**config.mk**
```make
export PLATFORM = sky130hd
export DESIGN_NAME = swpg_divider
export DESIGN_NICKNAME = d
export VERILOG_FILES = /design/src/rtl/assert_macros.svh /design/src/rtl/swpg_divider.sv
export SDC_FILE = /design/constraint.sdc
export NUM_CORES = 1
export LEC_CHECK = 0
export BUFFER_PORTS_ARGS = -buffer_cell sky130_fd_sc_hd__clkbuf_2
export CELL_PAD_IN_SITES_DETAIL_PLACEMENT = 0
export CELL_PAD_IN_SITES_GLOBAL_PLACEMENT = 1
export CORE_ASPECT_RATIO = 1.1
export CORE_MARGIN = 10
export CORE_UTILIZATION = 53
export CTS_CLUSTER_DIAMETER = 60
export DETAILED_ROUTE_END_ITERATION = 10
export GPL_TIMING_DRIVEN = 0
export HOLD_SLACK_MARGIN = 0.06
export PLACE_DENSITY_LB_ADDON = 0.1
export SETUP_SLACK_MARGIN = 0.3
export SLEW_MARGIN = 10
export SYNTH_ARGS = -nofsm -noshare
export SYNTH_HDL_FRONTEND = slang
export SYNTH_SLANG_ARGS = --single-unit
```
**constraint.sdc**
```tcl
create_clock -name clk -period 4.01 [get_ports clk]
set_input_delay 0 -clock clk [delete_from_list [all_inputs] [get_ports clk]]
set_output_delay 0 -clock clk [all_outputs]
set_load 0.02 [all_outputs]
```
**src/rtl/assert_macros.svh**
```systemverilog
// Assertion macros shared by the waveform generator RTL.
// No dependencies; included by files that carry concurrent checks.
`ifndef ASSERT_MACROS_SVH
`define ASSERT_MACROS_SVH

// Implication checked on every rising clk edge, off while rst_n is low.
`define ASSERT_CLK(label, prop, msg) \
  label: assert property (@(posedge clk) disable iff (!rst_n) prop) else $error(msg);

// Plain check that also holds during reset.
`define ASSERT_ALWAYS(label, prop, msg) \
  label: assert property (@(posedge clk) prop) else $error(msg);

`endif

```
**src/rtl/swpg_divider.sv**
```systemverilog
// Pipelined restoring divider, one quotient bit per stage.
// Standalone; used by standard_waveform_point_generator.
`timescale 1ns / 1ps
`default_nettype none

module swpg_divider #(
  parameter int NW = 32,
  parameter int DW = 14,
  parameter int QW = 16
) (
  input  wire logic          clk,
  input  wire logic          en,
  input  wire logic [NW-1:0] num,
  input  wire logic [DW-1:0] den,
  output logic      [QW-1:0] quo
);

  localparam int SW = NW + DW + QW;

  logic [NW-1:0] rem_r [QW];
  logic [DW-1:0] den_r [QW];
  logic [QW-1:0] quo_r [QW];

  for (genvar s = 0; s < QW; s++) begin : g_stage
    localparam int B = QW - 1 - s;
    logic [NW-1:0] rem_in, rem_nxt;
    logic [DW-1:0] den_in;
    logic [QW-1:0] quo_in, quo_nxt;
    logic [SW-1:0] dsh;
    logic          ge;

    if (s == 0) begin : g_first
      assign rem_in = num;
      assign den_in = den;
      assign quo_in = '0;
    end else begin : g_next
      assign rem_in = rem_r[s-1];
      assign den_in = den_r[s-1];
      assign quo_in = quo_r[s-1];
    end

    always_comb begin
      dsh     = SW'(den_in) << B;
      ge      = SW'(rem_in) >= dsh;
      rem_nxt = ge ? NW'(SW'(rem_in) - dsh) : rem_in;
      quo_nxt = quo_in | (QW'(ge) << B);
    end

    always_ff @(posedge clk) begin
      if (en) begin
        rem_r[s] <= rem_nxt;
        den_r[s] <= den_in;
        quo_r[s] <= quo_nxt;
      end
    end
  end

  assign quo = quo_r[QW-1];

endmodule

`default_nettype wire

```
==> results of run 1 <==
[path summary, 6_finish.rpt]
| path | startpoint | to | slack (ns) | cells after the start |
|---|---|---|---|---|
| setup / recovery | rem_r[1][178] | rem_r[1][193] | 0.38 | 8 |
| hold / removal | en | rem_r[0][158] | 0.06 | 1 |
| setup reg to reg | rem_r[1][178] | rem_r[1][193] | 0.38 | 8 |
| hold reg to reg | quo_r[0][79] | quo_r[0][95] | 0.39 | 0 |
[area by class of cell]
type	count	area, um2	area share [%]
Clock inverter	48	470	1.01
Buffer	42	201	0.433
Inverter	286	1080	2.31
Tap cell	1035	1290	2.78
Multi-Input combinational cell	2215	15400	33.1
Clock buffer	104	2240	4.82
Timing Repair Buffer	123	1030	2.22
Sequential cell	826	24800	53.3
[placed cells by master, fill, tap and decap left out, types with 28 or more instances in the layout]
cell           instances
o21ai_0              183
a21o_1                72
xor2_1               132
or4_1                 28
nor3_1                89
nand2_1              216
o21a_1                38
clkbuf_16             87
clkbuf_2              72
ha_1                 224
nand2b_1              37
inv_1                282
a211oi_1              29
a21oi_1              216
nor2b_1               56
nand4_1               31
mux2_2                39
edfxtp_1             826
clkbuf_1              39
nor4_1                49
nor2_1               228
nand3_1               54
dlygate4sd3_1         48
xnor2_1              158
[power by group]
group	leakage [nW]	total, W	switching [W]	internal, W
Combinational	8.36	0.00867	0.00493	0.00374
Sequential	7.94	0.0128	0.00108	0.0117
Clock	1.30	0.00761	0.00332	0.00429
[through the flow]
| stage | setup WS [ns] | instances | util, % | hold slack (ns) |
|---|---|---|---|---|
| 2_1_floorplan | 1.07 | 3369 | - | 0.0989 |
| 3_3_place_gp | -10.68 | 4467 | 55.5 | 0.196 |
| 3_5_place_dp | -0.663 | 4474 | 55.8 | 0.197 |
| 4_1_cts | 0.321 | 4679 | 60.1 | 0.0634 |
| 5_1_grt | 0.296 | 4679 | 60.1 | 0.0803 |
| 6_report | 0.378 | 4679 | 60.1 | 0.0628 |
[repair_timing]
| action | CTS | global route |
|---|---|---|
| pin swaps | 2 | 1 |
| buffers inserted | 5 | 0 |
| endpoints found under the hold margin | 46 | 0 |
| setup endpoints to repair | 86 | 61 |
| hold buffers | 48 | 0 |
| gates resized for setup | 17 | 18 |
[worst reg2reg max path, stage by stage (launching register included)]
cell	delay [ns]
edfxtp_1	0.54
or4_1	0.61
or2_2	0.34
nor2_1	0.43
nand3_1	0.13
o21ai_1	0.50
clkbuf_1	0.39
buf_2	0.33
o21ai_0	0.12
[layer usage]
metal | part of all wire [%] | vias to the layer above
met2 | 57 | 542
met1 | 35 | 12828
met4 | 5.0 | 0
li1 | - | 12963
met5 | 0 | -
met3 | 3.1 | 232
[kinds of logic (layout without fill, tap and decap cells)]
logic type / after synthesis / after routing / synth area share, %
XOR/XNOR: 290 / 290 / 6.14
AO/OA/AOI/OAI: 721 / 721 / 11.0
multiplexers: 40 / 40 / 1.09
buffers and inverters: 328 / 603 / 3.04
AND/OR/NAND/NOR: 925 / 925 / 11.3
adder cells (fa/ha/maj): 239 / 239 / 7.50
flip-flops: 826 / 826 / 60.0
[state kept, by name (all words and copies together) (netlist names)]
register  cells
den_r       210
quo_r       136
rem_r       480
==> summary.md, run 1 <==
| Metric | Value |
|---|---|
| Clock transition at path regs | `0.06 ns` |
| Share of Yosys cell area claimed by the top area cell type | `60.0%` |
| Largest net degree at the start of global routing | `118` |
| Post-Synthesis Net Count | `3656` |
| ANT nets after route | `0` |
| DRC | `0` |
| Status | `completed` |
| Initial Util | `53.5%` |
| Gr busiest metal | `met2` |
| CTS buffer count | `87` |
| CP Cell Sequence | `or4_1 -> or2_2 -> nor2_1 -> nand3_1 -> o21ai_1 -> clkbuf_1 -> buf_2 -> o21ai_0` |
| Met1 Resource Use GR | `19.2%` |
| CP Class | `reg -> reg` |
| Slowest cell on crit path | `or4_1` |
| Die Wd | `286 um` |
| Worst Tran Pin Value | `0.955 ns` |
| Vias per cell | `5.68` |
| WL/cell | `19.6 um` |
| Final Hold Fails | `0` |
| Total GRT Usage | `20.2%` |
| First-pass GRT wire length | `144000 um` |
| Register area share after synthesis | `60.0%` |
| Arrival @ worst endpoint | `4.02 ns` |
| PwrDens | `624 mW/mm2` |
| H-tree Lvls | `3` |
| Synth area leaders | `edfxtp_1 (60%), ha_1 (6.8%), xnor2_1 (3.3%)` |
| Yosys warns | `0` |
| Final #Nets | `3868` |
| Clock sinks | `826` |
| Post-Synthesis Cells | `3369` |
| CP Launch Type | `register` |
| Setup total negative slack | `0 ns` |
| Root Buffer | `clkbuf_16` |
| GR Util met2 | `40.9%` |
| Finished Cell Area | `0.0465 mm2` |
| Min cycle time layout | `3.63 ns` |
| Vias in the first global route | `27605` |
| Hold Crit Class | `in -> reg` |
| CTS max path bufs | `3` |
| Setup violators final | `0` |
| Post-Synthesis Cell Area | `0.0414 mm2` |
| Crit path largest cell delay | `0.61 ns` |
| Placed Area | `0.0432 mm2` |
| Crit path buf inv count | `2` |
| Leakage | `17.6 nW` |
| Port-buffer cells | `63` |
| Crit-path max FO | `10` |
| Die H | `313 um` |
| Worst setup EP type | `register` |
| Family with the most delay on the worst path | `simple AND/OR/NAND/NOR gates` |
| Synth Flop Type | `edfxtp_1` |
| Unrepaired setup endpoints after global routing | `false` |
| Most numerous cell in the Yosys netlist | `edfxtp_1` |
| Peak VDD IR | `0.378 mV` |
| Period utilization | `90.6%` |
| Distinct cells, synth | `84` |
| Post-DP HPWL | `69100 um` |
| Area delta synth->final | `12.5%` |
| Diodes inserted | `0` |
| Asr flop ratio synth | `0%` |
| CTS tree | `yes` |
| Via count | `26565` |
| Row cnt | `107` |
| Gpl congestion | `0.928` |
| Critical Path RT | `4.40 ns` |
| Clock Skew | `0.0254 ns` |
| Max-Cap Viols | `0` |
| Count of pins over their slew limit | `0` |
| Fmax | `275 MHz` |
| Skew-Pair Late Insertion Delay | `0.65 ns` |
| Max-slew headroom | `35.7%` |
| IO Count | `64` |
| Mean Syn Cell Area | `12.3 um2` |
| Die ar. | `0.0896 mm2` |
| Post-synth EDFFs | `826` |
| Fill count | `6222` |
| GRT overflow | `0` |
| Power Total | `0.0290 W` |
| Routed wire length | `91500 um` |
| Area leader, netlist | `edfxtp_1` |
| Initial DRT Pass Iterations | `5` |
| Commonest cells in the netlist | `edfxtp_1 (826), inv_1 (283), nor2_1 (228)` |
| First DRT Iteration DRCs | `1583` |
| Synthesis-stage register bit count | `826` |
| Met3 global-route usage | `2.98%` |
| Layout cells sized above 1 | `8.51%` |
| Core area | `0.0774 mm2` |
| Initial antenna violation count | `0` |
Note: power is estimated with default switching activity, not from simulation.
==> run 2, diff against run 1 <==
clock period = 4.6 ns   (was 4.01 ns; I/O delays follow)
==> run 2 against run 1 <==
Compared with the run above:
- critical path depth rose by 2
- combinational power fell by 13%
- register-to-register slack improved by 0.18 ns
- via count is essentially flat
- critical endpoint is now rem_r[1][93]
- largest power group unchanged
- highest routed layer unchanged
==> summary.md, run 2 (synthesized netlist as in run 1, its figures left out) <==
| Metric | Value |
|---|---|
| Status | `completed` |
| Regs by FF count | `rem_r: 480 flops, den_r: 210 flops, quo_r: 136 flops` |
| Vias per cell | `5.68 (+0.10%)` |
| Top reg by flops | `rem_r` |
| Via count | `26564 (-0.0038%)` |
| Largest net degree at the start of global routing | `118 (unchanged)` |
| Die ar. | `0.0896 mm2 (unchanged)` |
| Arrival @ worst endpoint | `4.41 ns (+0.39 ns)` |
| Initial DRT Pass Iterations | `5 (unchanged)` |
| Fin util | `60.0% (-0.19 points)` |
| Count of pins over their slew limit | `0 (unchanged)` |
| Diodes inserted | `0 (unchanged)` |
| GRT overflow | `0 (unchanged)` |
| Die H | `313 um (unchanged)` |
| Final setup margin | `0.558 ns (+0.179 ns)` |
| Clock sinks | `826 (unchanged)` |
| Skew-Pair Late Insertion Delay | `0.65 ns (about the same)` |
| Post-DP HPWL | `69100 um (unchanged)` |
| Min-delay src | `en` |
| Layout cells sized above 1 | `7.83% (-0.68 points)` |
| Clock Skew | `0.0248 ns (-0.000576 ns)` |
| Dpl ws | `-0.0728 ns (+0.590 ns)` |
| Port-buffer cells | `63 (unchanged)` |
| Crit path largest cell delay | `0.84 ns (+0.23 ns)` |
| Final Hold Fails | `0 (unchanged)` |
| Family with the most delay on the worst path | `compound AO/OA/AOI/OAI gates` |
| Fmax | `247 MHz (-10%)` |
| Critical Path RT | `4.97 ns (+0.57 ns)` |
| WL/cell | `19.5 um (-0.22%)` |
| Max-slew headroom | `34.1% (-1.6 points)` |
| Final #Nets | `3863 (-0.13%)` |
| DRC | `0 (unchanged)` |
| Clock transition at path regs | `0.06 ns (about the same)` |
| R2R depth | `10 (+2)` |
| Gpl congestion | `0.928 (unchanged)` |
| CTS tree | `yes` |
| Slowest cell on crit path | `a21oi_1` |
| Routed wire length | `91200 um (-0.33%)` |
| Core area | `0.0774 mm2 (unchanged)` |
| CP Launch Type | `register` |
| CP Class | `reg -> reg` |
| R2r startpoint | `rem_r[1][38]` |
| Commonest cells after routing, fill and taps aside | `edfxtp_1 (826), inv_1 (283), nor2_1 (228)` |
| Peak VDD IR | `0.328 mV (-13%)` |
| Setup violators final | `0 (unchanged)` |
| Vias in the first global route | `27611 (+0.022%)` |
| Initial Util | `53.5% (unchanged)` |
| PwrDens | `545 mW/mm2 (-13%)` |
| Leakage | `17.5 nW (-0.51%)` |
| Total GRT Usage | `20.2% (-0.048 points)` |
| Unrepaired setup endpoints after global routing | `false` |
| Row cnt | `107 (unchanged)` |
| Max-Cap Viols | `0 (unchanged)` |
| Area delta synth->final | `12.1%` |
| CP Cell Sequence | `ha_1 -> nor2b_1 -> o21ai_0 -> nor2b_1 -> o221ai_1 -> a21oi_1 -> inv_1 -> nand4_1 -> nor4_1 -> xor2_1` |
| Worst setup EP type | `register` |
| Min cycle time layout | `4.04 ns (+0.411 ns)` |
| Crit-path max FO | `9 (-1)` |
| Largest register FFs | `480 (unchanged)` |
| Beginning of the critical path | `rem_r[1][38]` |
| Worst Tran Pin Value | `0.979 ns (+0.0243 ns)` |
| Critical path depth | `10 (+2)` |
| H-tree Lvls | `3 (unchanged)` |
| CTS buffer count | `87 (unchanged)` |
| Period utilization | `87.9% (-2.7 points)` |
| CP dominant cell by count | `nor2b_1` |
| IO Count | `64 (unchanged)` |
| First DRT Iteration DRCs | `1601 (+1.1%)` |
| Commonest non-fill, non-tap cell in the layout | `edfxtp_1` |
| Crit path buf inv count | `1 (-1)` |
| Post-CTS setup buffer count | `0 (-5)` |
| Root Buffer | `clkbuf_16` |
| ANT nets after route | `0 (unchanged)` |
| Initial antenna violation count | `0 (unchanged)` |
| Hold Path Stages | `1 (unchanged)` |
| Hold Crit Class | `in -> reg` |
| Final hold slack | `0.0630 ns (+0.000179 ns)` |
| Fill count | `6227 (+0.080%)` |
| First-pass GRT wire length | `144000 um (-0.19%)` |
| Die Wd | `286 um (unchanged)` |
| CTS max path bufs | `3 (unchanged)` |
==> run 2: routing by layer <==
metal	global-route usage [%]	up-vias	part of all wire [%]
met3	2.93	229	3.2
met4	10.3	0	4.9
met5	0	-	0
met2	40.7	566	57
met1	19.2	12824	35
li1	-	12945	-
==> run 2: final timing paths <==
check	end	slack (ns)
max	rem_r[1][93]	0.56
min	rem_r[0][158]	0.06
max reg2reg	rem_r[1][93]	0.56
min reg2reg	quo_r[0][95]	0.40
==> run 2: layout make-up <==
class / count / area (um2) / share of cell area, %
Buffer: 42 / 186 / 0.402
Clock inverter: 48 / 470 / 1.01
Multi-Input combinational cell: 2215 / 15300 / 33.0
Sequential cell: 826 / 24800 / 53.5
Clock buffer: 104 / 2240 / 4.83
Timing Repair Buffer: 118 / 997 / 2.15
Inverter: 286 / 1070 / 2.31
Tap cell: 1035 / 1290 / 2.79
==> run 2: worst register-to-register path, stage by stage (launching register included) <==
cell and delay, ns:
edfxtp_1 0.45, ha_1 0.33, nor2b_1 0.13, o21ai_0 0.27, nor2b_1 0.37, o221ai_1 0.37
a21oi_1 0.84, inv_1 0.45, nand4_1 0.32, nor4_1 0.09, xor2_1 0.15
==> run 2: where the power goes <==
part / leakage (nW) / internal [W] / switching, W / total, W
logic: 8.27 / 0.00325 / 0.00428 / 0.00753
registers: 7.94 / 0.0102 / 0.000936 / 0.0111
clock network: 1.30 / 0.00374 / 0.00289 / 0.00663
total: 17.5 / 0.0172 / 0.00811 / 0.0253
==> run 2: what timing repair did <==
action	in CTS	in global routing
endpoints found under the setup margin	10	0
resized for setup	2	0
hold endpoints to repair	46	0
hold buffers	48	0
==> run 2: per-stage QoR <==
stage,cell area (um2),std cells,TNS (ns),power [W]
finish,46400,4674,0,0.0253
global route,46400,4674,0,0.0268
CTS,46400,4674,0,0.0254
detailed placement,43200,4474,-0.375,0.0187
global placement,43000,4467,-8258.12,0.0187
floorplan,41400,3369,0,0.0165
==> run 3, diff against run 2 <==
CORE_UTILIZATION = 40   (was 53)
==> run 3 against run 2 <==
Compared with the run above:
- power is 4.7% higher
- count of clock-buffer cells in the layout is 8 higher
- core utilization is 13 points lower
- sequential power hardly changed
==> summary.md, run 3 (synthesized netlist as in run 1, its figures left out) <==
| Metric | Value |
|---|---|
| Initial antenna violation count | `0 (unchanged)` |
| PwrDens | `554 mW/mm2 (+1.7%)` |
| Fin util | `46.6% (-13 points)` |
| Fmax | `237 MHz (-4.1%)` |
| WL/cell | `18.3 um (-6.1%)` |
| Critical Path RT | `5.03 ns (+0.06 ns)` |
| GRT overflow | `0 (unchanged)` |
| CTS max path bufs | `3 (unchanged)` |
| Unrepaired setup endpoints after global routing | `false` |
| Area delta synth->final | `15.5%` |
| Regs by FF count | `rem_r: 480 flops, den_r: 210 flops, quo_r: 136 flops` |
| Storage element area | `0.0248 mm2 (unchanged)` |
| Port-buffer cells | `63 (unchanged)` |
| Initial DRT Pass Iterations | `5 (unchanged)` |
| DRC | `0 (unchanged)` |
| Post-DP HPWL | `70600 um (+2.1%)` |
| CTS tree | `yes` |
| Clock transition at path regs | `0.06 ns (about the same)` |
| Largest register FFs | `480 (unchanged)` |
| Leakage | `18.0 nW (+2.5%)` |
| Die ar. | `0.117 mm2 (+30%)` |
| ANT nets after route | `0 (unchanged)` |
| Largest net degree at the start of global routing | `106 (-10%)` |
| CP Launch Type | `register` |
| Peak VDD IR | `0.303 mV (-7.6%)` |
| Skew-Pair Late Insertion Delay | `0.71 ns (+0.06 ns)` |
| Diodes inserted | `0 (unchanged)` |
| Max-slew headroom | `12.7% (-21 points)` |
| Max-Cap Viols | `0 (unchanged)` |
| Gpl congestion | `0.933 (+0.54%)` |
| Die Wd | `327 um (+14%)` |
| Area of the multi-input gates | `0.0153 mm2 (about the same)` |
| Core area | `0.102 mm2 (+32%)` |
| Crit-path max FO | `7 (-2)` |
| Row cnt | `123 (+15%)` |
| Commonest cells after routing, fill and taps aside | `edfxtp_1 (826), inv_1 (283), nor2_1 (228)` |
| CTS buffer count | `96 (+10%)` |
| Top reg by flops | `rem_r` |
| H-tree Lvls | `3 (unchanged)` |
| Routed wire length | `93000 um (+1.9%)` |
| Via count | `26417 (-0.55%)` |
| Final #Nets | `3905 (+1.1%)` |
| Vias in the first global route | `28277 (+2.4%)` |
| Min cycle time layout | `4.22 ns (+0.174 ns)` |
| Non-filler cells, final | `5074 (+8.6%)` |
| Vias per cell | `5.21 (-8.4%)` |
| Final Hold Fails | `0 (unchanged)` |
| Worst setup EP type | `register` |
| Fill count | `9240 (+48%)` |
| First-pass GRT wire length | `148000 um (+2.7%)` |
| Placed cells | `4815 (+7.6%)` |
| Commonest non-fill, non-tap cell in the layout | `edfxtp_1` |
| CP Class | `reg -> reg` |
| Root Buffer | `clkbuf_16` |
| Count of pins over their slew limit | `0 (unchanged)` |
| Setup violators final | `0 (unchanged)` |
| Layout cells sized above 1 | `8.43% (+0.60 points)` |
| Hold Crit Class | `in -> reg` |
| Clock sinks | `826 (unchanged)` |
| IO Count | `64 (unchanged)` |
| Arrival @ worst endpoint | `4.65 ns (+0.24 ns)` |
| Period utilization | `91.7% (+3.8 points)` |
| Initial Util | `40.4% (-13 points)` |
| Total GRT Usage | `15.8% (-4.3 points)` |
| Die H | `357 um (+14%)` |
| Status | `completed` |
| First DRT Iteration DRCs | `1334 (-17%)` |
| Worst Tran Pin Value | `1.30 ns (+0.319 ns)` |
| Clock Skew | `0.0583 ns (+0.0335 ns)` |
[run 3: cell types whose count changed in the layout (fill, tap and decap cells not counted), sizes merged]
cell	previous run	this run
clkinvlp	8	9
clkbuf	199	207
inv	289	292
dlygate4sd3	48	80
bufinv	4	14
buf	17	18
clkinv	33	38
[run 3: report_power, final]
part	internal [W]	switching (W)	leakage (nW)
combinational	0.00327	0.00426	8.42
clock	0.00469	0.00319	1.59
sequential	0.0102	0.000889	7.94
[run 3: worst paths after layout]
check,cells after the start,start,slack [ns],end
worst max-delay path,9,rem_r[1][77],0.38,rem_r[1][124]
worst min-delay path,2,den[1],0.12,den_r[0][1]
worst max register to register,9,rem_r[1][77],0.38,rem_r[1][124]
worst min register to register,0,quo_r[0][120],0.41,quo_r[1][8]
[run 3: cell type report]
| type | count | area share, % |
|---|---|---|
| repair buffers | 151 | 2.81 |
| well taps | 1375 | 3.60 |
| clock inverters | 67 | 1.83 |
| clock buffers | 112 | 5.15 |
| flip-flops and latches | 826 | 51.9 |
| multi-input cells | 2215 | 32.1 |
| inverters | 286 | 2.25 |
| plain buffers | 42 | 0.395 |
[run 3: worst max-delay path: stages (launching register included)]
cell      delay, ns
edfxtp_1       0.41
ha_1           0.30
clkbuf_1       0.31
nand2_1        0.09
or4_1          0.63
nor3_1         0.78
o31ai_1        0.25
a211oi_1       0.83
nand3_1        0.20
xnor2_1        0.17
[run 3: routing by layer]
layer | vias up | routed length (um) | global-route usage, %
met1 | 12713 | 31500 | 14.1
li1 | 13022 | - | -
met4 | 0 | 4290 | 8.15
met2 | 444 | 54500 | 33.3
met5 | - | 0 | 0
met3 | 238 | 2740 | 2.25
[run 3: timing repair]
item,4_1_cts,5_1_grt
setup buffers,0,0
resized for setup,2,5
hold buffers,80,0
endpoints found under the setup margin,10,5
endpoints found under the hold margin,112,0
[run 3: per-stage QoR]
stage	total power, W	TNS [ns]	worst slack (ns)	hold WS [ns]	area, um2
2_1_floorplan	0.0165	0	1.66	0.0989	41400
3_3_place_gp	0.0188	-8678.23	-10.65	0.195	43400
3_5_place_dp	0.0187	-2.56	-0.276	0.196	43600
4_1_cts	0.0268	0	0.321	0.0737	47800
5_1_grt	0.0281	0	0.305	0.113	47800
6_report	0.0265	0	0.384	0.118	47800
